File: config.mk
export PLATFORM = sky130hd
export DESIGN_NAME = pbs_front_flat
export DESIGN_NICKNAME = d
export VERILOG_FILES = /design/src/rtl/core/particle_bounce_step_defines.svh /design/src/rtl/core/pbs_pkg.sv /design/src/rtl/core/pbs_cmd_if.sv /design/src/rtl/core/pbs_front.sv /design/src/flat_wrapper.sv
export SDC_FILE = /design/constraint.sdc
export NUM_CORES = 1
export LEC_CHECK = 0
export BUFFER_PORTS_ARGS = -buffer_cell sky130_fd_sc_hd__buf_2
export CORE_MARGIN = 3
export CORE_UTILIZATION = 40
export DETAILED_ROUTE_END_ITERATION = 12
export PLACE_DENSITY = 0.7
export SLEW_MARGIN = 40
export SYNTH_ARGS = -nofsm -noshare
export SYNTH_HDL_FRONTEND = slang
export SYNTH_SLANG_ARGS = --single-unit
File: constraint.sdc
create_clock -name i_clk -period 1.9 [get_ports i_clk]
set_clock_uncertainty 0.2 [all_clocks]
set_input_delay 0.285 -clock i_clk [delete_from_list [all_inputs] [get_ports i_clk]]
set_output_delay 0.285 -clock i_clk [all_outputs]
set_load 0.01 [all_outputs]
File: src/rtl/core/particle_bounce_step_defines.svh
// Assertion macros shared by the particle update block.
// Depends on nothing; included by the modules that carry assertions.
`ifndef PARTICLE_BOUNCE_STEP_DEFINES_SVH
`define PARTICLE_BOUNCE_STEP_DEFINES_SVH

// Same-cycle implication, checked at every rising edge outside reset.
`define PBS_ASSERT(label, clk, rst_n, ante, cons, msg) \
    label: assert property (@(posedge clk) disable iff (!rst_n) (ante) |-> (cons)) \
        else $error(msg);

// Next-cycle implication, checked at every rising edge outside reset.
`define PBS_ASSERT_NEXT(label, clk, rst_n, ante, cons, msg) \
    label: assert property (@(posedge clk) disable iff (!rst_n) (ante) |=> (cons)) \
        else $error(msg);

`endif

File: src/rtl/core/pbs_pkg.sv
// Shared types and constants of the particle update block.
// Depends on nothing; every module and interface imports it.
package pbs_pkg;

    // Field widths of the channels and of the stored state.
    localparam int CNT_W     = 7;
    localparam int DT_W      = 11;
    localparam int VAL_W     = 16;
    localparam int IDX_OUT_W = 6;
    localparam int Q_DEPTH   = 2;

    // Command codes on the input channel.
    localparam logic OP_INIT = 1'b0;
    localparam logic OP_STEP = 1'b1;

    // Largest time step after clamping.
    localparam logic [DT_W-1:0] DT_MAX = 11'd1638;

    // Reset value of the particle count register.
    localparam logic [CNT_W-1:0] PCOUNT_RESET = 7'd1;

    // One classified command passed from the front to the back.
    typedef struct packed {
        logic             is_init;
        logic [DT_W-1:0]  dt;
        logic [CNT_W-1:0] count;
    } t_cmd;

endpackage

File: src/rtl/core/pbs_cmd_if.sv
// Command channel of the particle update block: opcode and time step.
// Depends on pbs_pkg for the field widths.
interface pbs_cmd_if import pbs_pkg::*; ();
    logic                    valid;
    logic                    ready;
    logic                    opcode;
    logic signed [VAL_W-1:0] step_time;

    modport source (output valid, output opcode, output step_time, input ready);
    modport sink   (input valid, input opcode, input step_time, output ready);
endinterface

File: src/rtl/core/pbs_front.sv
// Front end: accepts commands, holds the count register, classifies each item.
// Depends on pbs_pkg and pbs_cmd_if.
module pbs_front import pbs_pkg::*; #(
    parameter int MAX_PARTICLES = 64
) (
    input  logic             i_clk,
    input  logic             i_rst_n,
    input  logic             i_cfg_we,
    input  logic [CNT_W-1:0] i_cfg_wdata,
    pbs_cmd_if.sink          i_cmd,
    output logic             o_push,
    output t_cmd             o_push_cmd,
    input  logic             i_q_ready
);

    localparam logic [CNT_W-1:0] MAX_CNT = CNT_W'(MAX_PARTICLES);

    logic [CNT_W-1:0] r_pcount;
    logic [CNT_W-1:0] r_active;
    logic             r_init;
    logic             accept;
    logic [CNT_W-1:0] init_count;
    logic [DT_W-1:0]  dt_clamped;

    assign i_cmd.ready = i_q_ready;
    assign accept      = i_cmd.valid && i_q_ready;

    // Count for a new init: zero means one, saturate at the array depth.
    always_comb begin
        if (r_pcount == '0) begin
            init_count = CNT_W'(1);
        end else if (r_pcount > MAX_CNT) begin
            init_count = MAX_CNT;
        end else begin
            init_count = r_pcount;
        end
    end

    // Clamp the time step to the allowed range.
    always_comb begin
        if (i_cmd.step_time[VAL_W-1]) begin
            dt_clamped = '0;
        end else if (i_cmd.step_time > $signed({5'b0, DT_MAX})) begin
            dt_clamped = DT_MAX;
        end else begin
            dt_clamped = i_cmd.step_time[DT_W-1:0];
        end
    end

    // A step before the first init produces no work and is dropped here.
    always_comb begin
        o_push_cmd = '0;
        o_push     = 1'b0;
        if (i_cmd.opcode == OP_INIT) begin
            o_push_cmd.is_init = 1'b1;
            o_push_cmd.count   = init_count;
            o_push             = accept;
        end else begin
            o_push_cmd.dt    = dt_clamped;
            o_push_cmd.count = r_active;
            o_push           = accept && r_init;
        end
    end

    // Count register and the particle population known to the front.
    always_ff @(posedge i_clk) begin
        if (!i_rst_n) begin
            r_pcount <= PCOUNT_RESET;
            r_active <= '0;
            r_init   <= 1'b0;
        end else begin
            if (i_cfg_we) begin
                r_pcount <= i_cfg_wdata;
            end
            if (accept && i_cmd.opcode == OP_INIT) begin
                r_active <= init_count;
                r_init   <= 1'b1;
            end
        end
    end

endmodule

File: src/flat_wrapper.sv
// flat-port wrapper written by rule: the top's interface ports become plain ports
module pbs_front_flat import pbs_pkg::*;
#(
    parameter int MAX_PARTICLES = 64
)
  (i_clk, i_rst_n, i_cfg_we, i_cfg_wdata, o_push, o_push_cmd, i_q_ready, i_cmd_valid, i_cmd_opcode, i_cmd_step_time, i_cmd_ready);
  pbs_cmd_if i_cmd_i ();
  input  logic i_clk;
  input  logic i_rst_n;
  input  logic i_cfg_we;
  input  logic [CNT_W-1:0] i_cfg_wdata;
  output logic o_push;
  output t_cmd o_push_cmd;
  input  logic i_q_ready;
  input wire logic [$bits(i_cmd_i.valid)-1:0] i_cmd_valid;
  input wire logic [$bits(i_cmd_i.opcode)-1:0] i_cmd_opcode;
  input wire logic [$bits(i_cmd_i.step_time)-1:0] i_cmd_step_time;
  output wire logic [$bits(i_cmd_i.ready)-1:0] i_cmd_ready;
  assign i_cmd_i.valid = i_cmd_valid;
  assign i_cmd_i.opcode = i_cmd_opcode;
  assign i_cmd_i.step_time = i_cmd_step_time;
  assign i_cmd_ready = i_cmd_i.ready;
  pbs_front #(.MAX_PARTICLES(MAX_PARTICLES)) u_core (.i_clk(i_clk), .i_rst_n(i_rst_n), .i_cfg_we(i_cfg_we), .i_cfg_wdata(i_cfg_wdata), .i_cmd(i_cmd_i), .o_push(o_push), .o_push_cmd(o_push_cmd), .i_q_ready(i_q_ready));
endmodule
Yosys cells after proc, flatten, opt, wreduce, memory -nomap -nowiden:

Index checks and enable logic that the tools add are counted.

* logic and storage cells: 18
* bits of input ports: 29
* output and inout port bits: 21
* bits in registers: 15

* $lt $le $gt $ge: 2
* multiplexer cells: 8
* bitwise operators: 1
* reductions and logical operators: 4

Operator list (count)
* $mux 11: 3
* $mux 7: 3
* $gt 16x12->1 const B: 1
* $gt 7x7->1 const B: 1
* $logic_not 7->1: 1
* $logic_and 1x1->1: 3
* $mux 1: 2
* $not 1->1: 1

Depth between registers and ports, before layout:

* depth after elaboration: 4
* depth in mapped cells: 5
* mapped depth without buffers: 3

Worst setup path before layout:

OpenSTA, ideal clock, no wires.

* kind: in2out
* start: in i_cmd_step_time[15]
* end: out o_push_cmd[10] (netlist name)
* path buffers: 0
* slack: 0.294 ns
* stages: 3
* arrival: 1.121 ns
* required time: 1.415 ns
* cells stage by stage: nor4_4 -> nand4b_1 -> nor3b_1

RTL lines
* from (decl): RTL line flat_wrapper.sv:17 `input wire logic [$bits(i_cmd_i.step_time)-1:0] i_cmd_step_time;`
* to (decl): RTL line flat_wrapper.sv:13 `output t_cmd o_push_cmd;`

==> impl_metrics.toml <==
[status]
status = "complete, no violations"

[setup_path]
cpMaxStageDelayCell = "o31a_2"
crit_chain = "buf_2 -> nor4_4 -> nand3b_1 -> o31a_2 -> buf_6"
end_kind = "primary output"
crit_buf_inv = 2
path_class = "input port to primary output"
setup.worst_path.start_class = "input port"
path_delay_family = "simple AND/OR/NAND/NOR gates"
cp.required_ps = 1410
critPathArrivalTime_ps = 1350
max_stage_delay_ps = 380
critPathMaxFanout = 3

[place]
io_buffers = 49
gp_congestion = 0.6965
dp.final_hpwl_microns = 1758

[synthesis]
synth_cells = 108
synth_nets = 137
ys_ff_latch = 15
yosysTopAreaCell = "dfxtp_1"
synth_seq_area_share = 0.3329
synth_top_area_frac = 0.3329
synthesis.area_sq_um = 902.1
syn_area_per_cell_sq_um = 8.353
ys_top_cells_by_area = "dfxtp_1 (33%), mux2i_1 (7.8%), o21a_1 (7.5%)"
ys_types = 29
ys_warn_count = 0

[power]
power.share.combinational = 0.220
p_switching_w = 0.0001752
clockPowerShare = 0.265
p_int_w = 0.0004810
sequentialPowerShare = 0.514
p_leak_nw = 0.5703
max-vdd-ir-drop_uv = 288.6
p_per_area_mw_per_mm2 = 536.2
switching_share = 0.2670

[final_layout]
drive_gt1_frac = 0.4013
multi_input_area_sq_um = 575.6
layout.nets = 187
fillers = 200
antenna_cells = 0
area.sequential_sq_um = 300.3
area_growth_pct = 35.64

[global_route]
grt.total_usage = 0.1671
grt_antenna_before_repair = 0
grt_first_pass_wirelength_microns = 3560
first_global_vias = 847
grt_overflow = 0
grt_max_degree = 17

[clock_tree]
ctsHtreeMaxLevel = 1
worstSkewPairLatency_ps = 270
clk_path_buf_depth = 2
cts.sinks = 15
clk_pin_slew_worst_paths_ps = 80
tritoncts = "yes"
cts_buffers = 3
cts-root-buf = "clkbuf_4"

[sta]
final_max_slew_viol_count = 0
timing.final.crit_share = 0.9643
hold_viol_final = 0
rsz0062_at_grt = "yes"
fin_crit_ps = 1832
fmax_mhz = 545.8
setup_tns_ps = 0
slew_headroom = 0.7229
holdWs_ps = 26.72
worst_slew_pin_slew_ps = 415.7
setup_violations = 0

[route]
drcViolationCount = 0
first_iter_violations = 8
viasPerCell = 5.125
vias = 943
wl_microns = 2279
drt-pass1-iter-count = 2
wl_per_cell_microns = 12.39
antenna_left = 0

[floorplan]
die_h_microns = 53.49
initial_core_util = 0.4418
die_area_sq_mm = 0.002861
fp.dieW_microns = 53.49
coreArea_sq_mm = 0.002042
row_count = 16
io_pins = 50

[hold_path]
hp-class = "input port to flop"

[run]
drv_cap = 0
==> logic make-up after synthesis <==
family	share of synthesized area
flops	0.3329
compound gates	0.1859
mux	0.09015
simple gates	0.3454
buf+inv	0.04577
==> worst paths after layout <==
| kind | from | cells past startpoint | endpoint | slack [ps] |
|---|---|---|---|---|
| worst max register to register | u_core.r_pcount[6]$_SDFFE_PN0P_ | 3 | u_core.r_active[3]$_SDFFE_PN0P_ | 690 |
| worst min register to register | u_core.r_active[6]$_SDFFE_PN0P_ | 2 | u_core.r_active[6]$_SDFFE_PN0P_ | 270 |
| worst max-delay path | i_cmd_step_time[12] | 5 | o_push_cmd[9] | 70 |
| worst min-delay path | i_cfg_wdata[0] | 3 | u_core.r_pcount[0]$_SDFFE_PN1P_ | 30 |
==> timing repair <==
item | CTS | global route
hold buffers | 0 | 0
setup endpoints to repair | 0 | 7
gates resized for setup | 0 | 5
setup buffers | 0 | 2
==> final cells by class <==
| class | instances | share of cell area |
|---|---|---|
| clock buffer | 4 | 0.02147 |
| inverter | 2 | 0.006135 |
| multi-input combinational | 84 | 0.4703 |
| sequential | 15 | 0.2454 |
| tap | 27 | 0.02761 |
| timing repair buffer | 52 | 0.2290 |
==> per-stage QoR <==
| stage | power (W) | instance area, sq um | setup WS (ps) | cells | util |
|---|---|---|---|---|---|
| after floorplan | 0.0004202 | 902.1 | 294.2 | 108 | - |
| after global placement | 0.0004809 | 1155 | 48.23 | 178 | 0.5656 |
| after detailed placement | 0.0004849 | 1155 | 34.64 | 178 | 0.5656 |
| after CTS | 0.0006585 | 1181 | 30.99 | 182 | 0.5784 |
| after global routing | 0.0006965 | 1224 | -9.765 | 184 | 0.5993 |
| final | 0.0006562 | 1224 | 67.92 | 184 | 0.5993 |
==> power by group through the flow <==
stage	logic, W	registers (W)	clock network [W]
after floorplan	0.0000804	0.000340	0
after global placement	0.000137	0.000344	0
after detailed placement	0.000140	0.000345	0
after CTS	0.000141	0.000337	0.000180
after global routing	0.000161	0.000339	0.000197
final	0.000145	0.000338	0.000174
==> cells in the final DEF (no fill, tap or decap), drive strengths merged <==
cell / Yosys / routed
a21boi: 2 / 2
a21oi: 4 / 4
and2: 5 / 5
and3b: 1 / 1
buf: 4 / 52
clkbuf: 3 / 4
dfxtp: 15 / 15
inv: 2 / 2
mux2: 1 / 1
mux2i: 7 / 7
nand2: 11 / 11
nand2b: 5 / 5
nand3: 2 / 2
nand3b: 3 / 3
nand4: 1 / 1
nand4b: 1 / 1
nor2: 8 / 8
nor2b: 6 / 6
nor3: 1 / 1
nor3b: 5 / 5
nor4: 1 / 1
o211ai: 1 / 1
o21a: 9 / 9
o21ai: 6 / 6
o31a: 2 / 2
o31ai: 1 / 1
or2b: 1 / 1
==> registers in the layout, summed over array words and instances, names as in the netlist <==
name,count
u_core.r_pcount,7
u_core.r_init,1
u_core.r_active,7
==> Yosys cell counts (all sizes together) <==
cell	number
o21a	9
and3b	1
mux2	1
a21oi	4
o31ai	1
nor4	1
clkbuf	3
nor2b	6
nand2b	5
nand4	1
nor2	8
dfxtp	15
a21boi	2
nand2	11
inv	2
o21ai	6
buf	4
nor3b	5
o211ai	1
and2	5
nor3	1
nand4b	1
o31a	2
or2b	1
mux2i	7
nand3	2
nand3b	3
==> tightest hold or removal path: cells and delay by family <==
family	cells	cell delay, ps
buffers and inverters	1	80
multiplexers	1	50
AND/OR/NAND/NOR	1	50
==> metal layers <==
| metal | global-route usage | up-vias | wire [microns] |
|---|---|---|---|
| met3 | 0.03380 | 2 | 118 |
| met5 | 0 | - | 0 |
| met2 | 0.2939 | 26 | 1186 |
| met1 | 0.1946 | 443 | 951 |
| li1 | - | 472 | - |
| met4 | 0.06383 | 0 | 23 |
Power figures use the tool's default switching activity.
