--- src/rtl/core/particle_bounce_step_defines.svh ---
// Assertion macros shared by the particle update block.
// Depends on nothing; included by the modules that carry assertions.
`ifndef PARTICLE_BOUNCE_STEP_DEFINES_SVH
`define PARTICLE_BOUNCE_STEP_DEFINES_SVH

// Same-cycle implication, checked at every rising edge outside reset.
`define PBS_ASSERT(label, clk, rst_n, ante, cons, msg) \
    label: assert property (@(posedge clk) disable iff (!rst_n) (ante) |-> (cons)) \
        else $error(msg);

// Next-cycle implication, checked at every rising edge outside reset.
`define PBS_ASSERT_NEXT(label, clk, rst_n, ante, cons, msg) \
    label: assert property (@(posedge clk) disable iff (!rst_n) (ante) |=> (cons)) \
        else $error(msg);

`endif

--- src/rtl/core/pbs_pkg.sv ---
// Shared types and constants of the particle update block.
// Depends on nothing; every module and interface imports it.
package pbs_pkg;

    // Field widths of the channels and of the stored state.
    localparam int CNT_W     = 7;
    localparam int DT_W      = 11;
    localparam int VAL_W     = 16;
    localparam int IDX_OUT_W = 6;
    localparam int Q_DEPTH   = 2;

    // Command codes on the input channel.
    localparam logic OP_INIT = 1'b0;
    localparam logic OP_STEP = 1'b1;

    // Largest time step after clamping.
    localparam logic [DT_W-1:0] DT_MAX = 11'd1638;

    // Reset value of the particle count register.
    localparam logic [CNT_W-1:0] PCOUNT_RESET = 7'd1;

    // One classified command passed from the front to the back.
    typedef struct packed {
        logic             is_init;
        logic [DT_W-1:0]  dt;
        logic [CNT_W-1:0] count;
    } t_cmd;

endpackage

--- src/rtl/core/pbs_queue.sv ---
// Two-entry command queue between the front end and the particle engine.
// Depends on pbs_pkg and the assertion macro header.
`include "particle_bounce_step_defines.svh"
module pbs_queue import pbs_pkg::*; (
    input  logic i_clk,
    input  logic i_rst_n,
    input  logic i_push,
    input  t_cmd i_push_cmd,
    output logic o_ready,
    output logic o_valid,
    output t_cmd o_cmd,
    input  logic i_pop
);

    localparam int CW = $clog2(Q_DEPTH + 1);

    t_cmd          r_slot [Q_DEPTH];
    logic          r_wptr;
    logic          r_rptr;
    logic [CW-1:0] r_count;
    logic          do_push;
    logic          do_pop;

    assign o_ready = (r_count != CW'(Q_DEPTH));
    assign o_valid = (r_count != '0);
    assign o_cmd   = r_slot[r_rptr];
    assign do_push = i_push && o_ready;
    assign do_pop  = i_pop && o_valid;

    // Pointers and fill count.
    always_ff @(posedge i_clk) begin
        if (!i_rst_n) begin
            r_wptr  <= 1'b0;
            r_rptr  <= 1'b0;
            r_count <= '0;
        end else begin
            if (do_push) begin
                r_wptr <= ~r_wptr;
            end
            if (do_pop) begin
                r_rptr <= ~r_rptr;
            end
            if (do_push && !do_pop) begin
                r_count <= r_count + CW'(1);
            end else if (do_pop && !do_push) begin
                r_count <= r_count - CW'(1);
            end
        end
    end

    // Entry storage.
    always_ff @(posedge i_clk) begin
        if (do_push) begin
            r_slot[r_wptr] <= i_push_cmd;
        end
    end

    `PBS_ASSERT(a_q_bound, i_clk, i_rst_n, 1'b1, r_count <= CW'(Q_DEPTH), "queue overfilled")

endmodule

--- config.mk ---
export PLATFORM = sky130hd
export DESIGN_NAME = pbs_queue
export DESIGN_NICKNAME = d
export VERILOG_FILES = /design/src/rtl/core/pbs_pkg.sv /design/src/rtl/core/pbs_queue.sv
export VERILOG_INCLUDE_DIRS = /design/src /design/src/rtl/core
export SDC_FILE = /design/constraint.sdc
export NUM_CORES = 1
export LEC_CHECK = 0
export BUFFER_PORTS_ARGS = -buffer_cell sky130_fd_sc_hd__buf_2
export CORE_MARGIN = 5
export CORE_UTILIZATION = 50
export DETAILED_ROUTE_END_ITERATION = 8
export GPL_TIMING_DRIVEN = 0
export PLACE_DENSITY = 0.88
export SLEW_MARGIN = 20
export SYNTH_ARGS = -nofsm -noshare
export SYNTH_HDL_FRONTEND = slang
export SYNTH_SLANG_ARGS = --single-unit
--- constraint.sdc ---
create_clock -name i_clk -period 1.85 [get_ports i_clk]
set_input_delay 0.555 -clock i_clk [delete_from_list [all_inputs] [get_ports i_clk]]
set_output_delay 0.555 -clock i_clk [all_outputs]
set_load 0.03 [all_outputs]
Word level (Yosys, flattened, before mapping). Memories as Yosys holds them, arrays and structs flattened. A register that Yosys moved wholly into a read port is not among the register bits. Index checks and enable logic that the tools add are counted.

Add/subtract/negate cells: 2. Reduce and logical (&&, ||, !) cells: 8. Div/mod/pow operators: 0. Bitwise logic cells: 2. Multiplexer cells: 6. Magnitude comparators: 0. Shift operators: 0. Multiply operators: 0. Eq/ne operators: 1.

Operators by type and width (count): $logic_and 1x1->1 (4); $mux 1 (4); $mux 2 (2); $reduce_bool 2->1 (2); $add 2x1->2 const B (1); $logic_not 1->1 (2); $ne 2x2->1 const B (1); $not 1->1 (2); $sub 2x1->2 const B (1).

Memories kept: 1. Output and inout port bits: 21. Flip-flop bits (word level): 4. Logic and storage cells: 23. Memory bits (writable): 38. Bits in latches: 0. ROM bits: 0.

Memories: r_slot (depth 2, width 19, rd ports 1, clocked after Yosys merged registers in 1, wr ports 1, RTL line pbs_queue.sv:17) `t_cmd r_slot [Q_DEPTH];`.

Longest topological paths before layout. Gate-level depths: netlist of run 1.

Word-level depth: 6. Mapped depth: 6.

Worst setup path before layout of run 1. OpenSTA, ideal clock, no wires.

Path kind: reg2out. From: register with a tool-made name. To: output o_cmd[10] in the netlist's numbering. Data arrival time: 1.086 ns. Path buffers: 2. Stages on the path, launching flop included: 4. Slack: 0.209 ns. Required time: 1.295 ns. Path through: dfxtp_1 -> buf_2 -> buf_4 -> mux2_2.

RTL lines: end: declaration (RTL line pbs_queue.sv:11) `output t_cmd o_cmd,`.

==> impl_results.rst, run 1 <==
.. list-table::
   :header-rows: 1

   * - Metric
     - Value
   * - Outcome
     - finished, violations left
   * - Violated checks
     - negative setup slack
   * - Setup CP Type
     - flip-flop to output pin
   * - Routed length per placed instance
     - 15.4 um
   * - Critical Path Sink Type
     - output pin
   * - DP Wirelength
     - 1.77 mm
   * - Buffers on Ports
     - 43
   * - Final slew viol count
     - 0
   * - Worst min path class
     - input port to flip-flop
   * - DR DRC count
     - 0
   * - Static power due to leakage
     - 0.893 nW
   * - Number of global-route vias before repair
     - 1009
   * - Vias post-DR
     - 897
   * - Met3 wire length
     - 233 um
   * - Tightest Pin Transition
     - 0.738 ns
   * - Sequential-to-total area share from yosys stat
     - 77.1%
   * - Final cell count without fillers
     - 182
   * - Wire length reported by the detailed router
     - 2.80 mm
   * - Ant. Diodes
     - 0
   * - Max-capacitance violation count
     - 0
   * - Final worst path period share
     - 106%
   * - Die X-Extent
     - 66.8 um
   * - DR WL met2
     - 1.41 mm
   * - Detail-routed via count per cell
     - 4.93
   * - Root Driver
     - clkbuf_4
   * - Sequential cell area
     - 0.00124 mm^2
   * - Clock tree from TritonCTS
     - done
   * - Leading area contributor after synthesis
     - edfxtp_1
   * - Proportion of register bits with asynchronous set or reset after synthesis
     - 0%
   * - Die Outline Area
     - 0.00446 mm^2
   * - Synth Register Bits
     - 43
   * - Post-synthesis area per instance
     - 19.4 um^2
   * - Number of H-tree levels
     - 2
   * - Clock-pin slew of the registers on the worst-case setup and hold paths
     - 0.12 ns
   * - Antenna Nets Post-Route
     - 0
   * - Layout filler cell count
     - 204
   * - Worst Setup Slack, final
     - -0.104 ns
   * - Most instantiated cells after synthesis
     - edfxtp_1, mux2_2, dfxtp_1
   * - Wire length of the first global-routing pass
     - 4.59 mm
   * - Startpoint kind of the worst setup timing path
     - flip-flop
   * - Crit path arrival time
     - 1.40 ns
   * - Relative max-transition margin
     - 50.7%
   * - Syn Nets
     - 107
   * - Final core utilization
     - 72.6%
   * - CTS Buf Count
     - 5
   * - Peak Freq
     - 512 MHz
   * - Placer Congestion
     - 0.663
   * - Power per Cell Area
     - 1450 mW/mm^2
   * - Skew-Pair Late Insertion Delay
     - 0.34 ns
   * - Flip-flop cell with the highest count after synthesis
     - edfxtp_1
   * - Maximum root-to-sink buffer count
     - 2
   * - Area of the placeable core
     - 0.00308 mm^2
   * - GRT Resource Usage Total
     - 14.6%
   * - Endpoints failing hold
     - 0
   * - Fraction of layout instances using a drive strength above 1
     - 58.0%
   * - Layout area overhead
     - 38.7%
   * - Multi-input gate area in the final layout
     - 425 um^2
   * - Initial DRT Pass Iterations
     - 4
   * - Placement row count
     - 20
   * - Proportion of netlist area held by the largest area contributor
     - 70.9%
   * - Number of antenna violations at the first check in global routing
     - 0
   * - Overflow after GRT
     - 0
   * - Minimum hold slack
     - 0.392 ns
   * - Clk sinks
     - 43
   * - Critical path fanouts, max
     - 5
   * - Endpoint required time on the critical path
     - 1.29 ns
   * - Initial cell density of the core
     - 52.3%
   * - Top area cells in the synthesized netlist
     - edfxtp_1, mux2_2, dfxtp_1
   * - Warnings, synthesis
     - 0
   * - Initial detailed-routing violation count
     - 19
   * - Setup-violating endpoint count in the final report
     - 19
   * - Total standard cell area after synthesis
     - 0.00161 mm^2
   * - Maximum vdd ir drop
     - 0.000841 V
   * - Nets
     - 161
   * - Post-synth EDFFs
     - 38
   * - Synthesized instance count
     - 83
   * - Y dimension of the die
     - 66.8 um
   * - Count of distinct cell types in the synthesized netlist
     - 20
   * - Most common cell in the synthesized netlist
     - edfxtp_1
   * - Highest signal layer in the routed design
     - met4
   * - Clock period minus final worst setup slack
     - 1.95 ns
   * - Unrepaired setup endpoints after global routing
     - yes
   * - Metal1 wirelength
     - 1.11 mm
   * - Maximum number of pins on one net before global-route repair
     - 20
   * - Clock Skew
     - 0.00958 ns
   * - Num ports
     - 44
   * - Post-placement cell count
     - 170
-- cells by family (layout without fill, tap and decap cells) --
kind of cell	count (synthesis)	after routing	synth area share, %
AOI/OAI and AO/OA	5	5	2.18
xor gates and xnor gates	3	3	1.63
adders and majority gates	1	1	0.777
buffers and inverters	3	58	1.01
DFF	43	43	77.1
muxes	19	19	13.3
and+or+nand+nor	9	9	4.04
-- registers in the layout, indices dropped and copies added (netlist names), named ones only --
| register | cells |
|---|---|
| r_slot | 38 |
| r_count | 2 |
| r_rptr | 1 |
| r_wptr | 1 |
-- per-layer routing --
layer	track usage [%]	up-vias
met1	16.5	430
met5	0	-
met2	24.4	35
met4	5.33	0
met3	6.24	6
li1	-	426
-- cell type report --
cell class	count	area share, %
flip-flops and latches	43	55.6
multi-input cells	37	19.0
repair buffers	47	18.1
well taps	44	2.46
clock inverters	3	1.74
clock buffers	5	1.68
plain buffers	2	1.18
inverters	1	0.168
-- where the power goes --
group	switching, mW	total [mW]	internal (mW)
clock network	0.276	0.554	0.278
registers	0.0629	1.28	1.22
logic	0.675	1.39	0.715
total	1.01	3.23	2.22
-- worst max-delay path: stages (launching register included) --
cell,delay [ns]
dfxtp_2,0.34
buf_6,0.14
buf_8,0.13
mux2_4,0.30
buf_6,0.14
-- worst paths after layout --
path | startpoint | end | slack (ns) | depth (start not counted)
max reg2reg | r_count[0] | r_slot[0][15] | 0.21 | 3
min | i_push_cmd[13] | r_slot[1][13] | 0.39 | 1
max | flip-flop | o_cmd[2] | -0.10 | 4
min reg2reg | r_wptr | r_wptr | 0.58 | 2
-- stage by stage --
| stage | total power, mW | TNS [ns] | worst slack, ns | cell area [um^2] |
|---|---|---|---|---|
| finish | 3.23 | -1.75 | -0.104 | 2230 |
| global route | 3.38 | -2.77 | -0.159 | 2230 |
| CTS | 3.23 | -2.19 | -0.130 | 2220 |
| detailed placement | 2.26 | 0 | 0.00188 | 1880 |
| global placement | 2.23 | 0 | 0.0241 | 1880 |
| floorplan | 2.01 | 0 | 0.209 | 1610 |
-- placed cells by master (no fill, tap or decap) --
| cell | instances |
|---|---|
| a21bo_2 | 1 |
| dfxtp_1 | 4 |
| nand3b_1 | 1 |
| xnor2_1 | 2 |
| clkbuf_4 | 5 |
| a21boi_0 | 1 |
| buf_8 | 1 |
| buf_16 | 1 |
| or3_1 | 1 |
| clkinv_1 | 1 |
| bufinv_16 | 1 |
| o21ai_1 | 1 |
| a21boi_1 | 1 |
| buf_2 | 24 |
| mux2_4 | 19 |
| inv_1 | 1 |
| clkinv_2 | 1 |
| buf_6 | 22 |
| buf_12 | 1 |
| ha_1 | 1 |
| and2_1 | 4 |
| dfxtp_2 | 1 |
| xor2_1 | 1 |
| nand2b_4 | 1 |
| o21ai_0 | 1 |
| or2_2 | 1 |
| edfxtp_1 | 38 |
| and3_2 | 1 |
-- repair_timing --
| item | CTS | global route |
|---|---|---|
| setup endpoints to repair | 19 | 38 |
| resized for setup | 63 | 3 |
| buffers inserted | 3 | 0 |
| gates cloned | 1 | 0 |
| hold buffers | 0 | 0 |
Note: power is estimated with default switching activity, not from simulation.
==> inputs of run 2 (changes only) <==
--- a/config.mk
+++ b/config.mk
@@ -12,6 +12,7 @@
 export DETAILED_ROUTE_END_ITERATION = 8
 export GPL_TIMING_DRIVEN = 0
 export PLACE_DENSITY = 0.88
+export RECOVER_POWER = 25
 export SLEW_MARGIN = 20
 export SYNTH_ARGS = -nofsm -noshare
 export SYNTH_HDL_FRONTEND = slang
==> run 2 against run 1 <==
Compared with the run above:
- the run still ends with negative setup slack left
- sequential share of layout area is 0.19 points higher
- via count is 0.11% higher
- register-to-register slack hardly changed
- wire length hardly changed
- clock-buffer cell count stayed put
- flip-flop and latch count stayed put
- highest routed layer unchanged
==> impl_results.rst, run 2 (synthesized netlist as in run 1, its figures left out) <==
.. list-table::
   :header-rows: 1

   * - Metric
     - Value
   * - Clock period minus final worst setup slack
     - 1.95 ns
   * - Cell repeated most along the worst path
     - buf_6
   * - Most frequent cells in the layout
     - edfxtp_1, buf_6, mux2_4, buf_2, clkbuf_1
   * - Multi-input gate area in the final layout
     - 425 um^2
   * - DP Wirelength
     - 1.77 mm
   * - Critical Path Sink Type
     - output pin
   * - Placement row count
     - 20
   * - Family of cells with the greatest summed delay on the critical path
     - buffers and inverters
   * - Overflow after GRT
     - 0
   * - Max-capacitance violation count
     - 0
   * - Worst Setup Slack, final
     - -0.103 ns
   * - Skew-Pair Late Insertion Delay
     - 0.34 ns
   * - Cell with the largest stage delay on the worst path
     - dfxtp_2
   * - Worst slack at placement
     - 0.00188 ns
   * - CTS Buf Count
     - 5
   * - Initial DRT Pass Iterations
     - 4
   * - Clock-pin slew of the registers on the worst-case setup and hold paths
     - 0.12 ns
   * - Final worst path period share
     - 106%
   * - Delay contributed by the slowest stage of the critical path
     - 0.34 ns
   * - Largest Register
     - r_slot
   * - Flip-flop count of the largest register, all copies and words added
     - 38
   * - Area of the placeable core
     - 0.00308 mm^2
   * - Final slew viol count
     - 0
   * - Die X-Extent
     - 66.8 um
   * - Bufs and invs on worst path
     - 3
   * - Antenna Nets Post-Route
     - 0
   * - Maximum root-to-sink buffer count
     - 2
   * - FF-to-FF path depth
     - 3
   * - Tightest Pin Transition
     - 0.739 ns
   * - Vias post-DR
     - 898
   * - Most frequent standard cell in the layout excluding fill and tap cells
     - edfxtp_1
   * - Final cell count without fillers
     - 182
   * - Beginning of the worst hold path
     - i_push_cmd[13]
   * - Post-placement cell count
     - 170
   * - Ant. Diodes
     - 0
   * - Die Outline Area
     - 0.00446 mm^2
   * - Critical path fanouts, max
     - 5
   * - Worst R2R Start
     - r_count[0]
   * - Maximum vdd ir drop
     - 0.000841 V
   * - Unrepaired setup endpoints after global routing
     - yes
   * - Startpoint kind of the worst setup timing path
     - flip-flop
   * - Peak Freq
     - 512 MHz
   * - Clock Skew
     - 0.00949 ns
   * - Layout filler cell count
     - 208
   * - Wire length of the first global-routing pass
     - 4.59 mm
   * - Clock tree from TritonCTS
     - done
   * - GRT Resource Usage Total
     - 14.6%
   * - Initial cell density of the core
     - 52.3%
   * - Y dimension of the die
     - 66.8 um
   * - Terminus of the critical flop-to-flop path
     - r_slot[0][15]
   * - Worst min-delay path endpoint
     - r_slot[1][13]
   * - Worst min path class
     - input port to flip-flop
   * - Root Driver
     - clkbuf_4
   * - Worst reg2reg setup slack
     - 0.21 ns
   * - Largest registers
     - r_slot (38), r_count (2)
   * - Violated checks
     - negative setup slack
   * - Outcome
     - finished, violations left
   * - DR DRC count
     - 0
   * - Maximum number of pins on one net before global-route repair
     - 20
   * - Static power due to leakage
     - 0.876 nW
   * - Number of antenna violations at the first check in global routing
     - 0
   * - Cells on Worst Hold Path
     - 1
   * - Routed length per placed instance
     - 15.4 um
   * - Nets
     - 161
   * - Buffers on Ports
     - 43
   * - Number of buffers added to fix hold violations after cts
     - 0
   * - Initial detailed-routing violation count
     - 19
   * - Layout area overhead
     - 38.2%
   * - Fraction of layout instances using a drive strength above 1
     - 53.6%
   * - Relative max-transition margin
     - 50.7%
   * - CP cell instances
     - buf_6 > buf_8 > mux2_4 > buf_6
   * - Sequential cell area
     - 0.00124 mm^2
   * - Placer Congestion
     - 0.663
   * - Wire length reported by the detailed router
     - 2.80 mm
   * - Number of global-route vias before repair
     - 1009
   * - Crit path arrival time
     - 1.40 ns
   * - Clk sinks
     - 43
   * - Setup-violating endpoint count in the final report
     - 19
   * - Detail-routed via count per cell
     - 4.93
   * - Power per Cell Area
     - 1450 mW/mm^2
   * - Endpoints failing hold
     - 0
   * - Number of H-tree levels
     - 2
   * - Num ports
     - 44
   * - Endpoint required time on the critical path
     - 1.29 ns
   * - Setup CP Type
     - flip-flop to output pin
## run 2: cell types whose count changed in the layout (fill, tap and decap cells not counted), sizes merged
cell / change
buf: -6
clkbuf: +6
## run 2: routing by layer
metal / global-route usage, % / wire (um) / part of all wire [%] / vias up
met5: 0 / 0 / 0 / -
met4: 5.33 / 47 / 1.7 / 0
met3: 6.24 / 238 / 8.5 / 6
met2: 24.4 / 1400 / 50 / 35
met1: 16.5 / 1110 / 40 / 430
li1: - / - / - / 427
## run 2: power breakdown
part / switching (mW) / internal, mW
logic: 0.674 / 0.714
clock network: 0.276 / 0.278
registers: 0.0629 / 1.22
total: 1.01 / 2.21
## run 2: cell type report
cell class | instances | share of cell area [%]
buffer | 2 | 1.18
clock buffer | 5 | 1.69
clock inverter | 3 | 1.74
inverter | 1 | 0.169
multi-input combinational | 37 | 19.1
sequential | 43 | 55.8
tap | 44 | 2.47
timing repair buffer | 47 | 17.8
## run 2: how the worst max path moves through the flow
stage,from,end,cells after the start
2_1_floorplan,flip-flop,o_cmd[10],3
3_3_place_gp,flip-flop,o_cmd[10],4
3_5_place_dp,flip-flop,o_cmd[1],4
4_1_cts,flip-flop,o_cmd[0],4
5_1_grt,flip-flop,o_cmd[2],4
6_report,flip-flop,o_cmd[2],4
## run 2: per-stage QoR
stage                     hold WS, ns  util (%)  total power [mW]  setup TNS (ns)  area, um^2
after floorplan                 0.512         -              2.01               0        1610
after global placement          0.531      61.1              2.23               0        1880
after detailed placement        0.554      61.1              2.26               0        1880
after CTS                       0.372      72.3              3.23           -2.19        2220
after global routing            0.364      72.3              3.38           -2.77        2230
final                           0.392      72.3              3.23           -1.75        2230
## run 2: what timing repair did
action / in CTS / in global routing
setup endpoints to repair: 19 / 38
resized for setup: 63 / 3
cloned: 1 / 0
setup buffers: 3 / 0
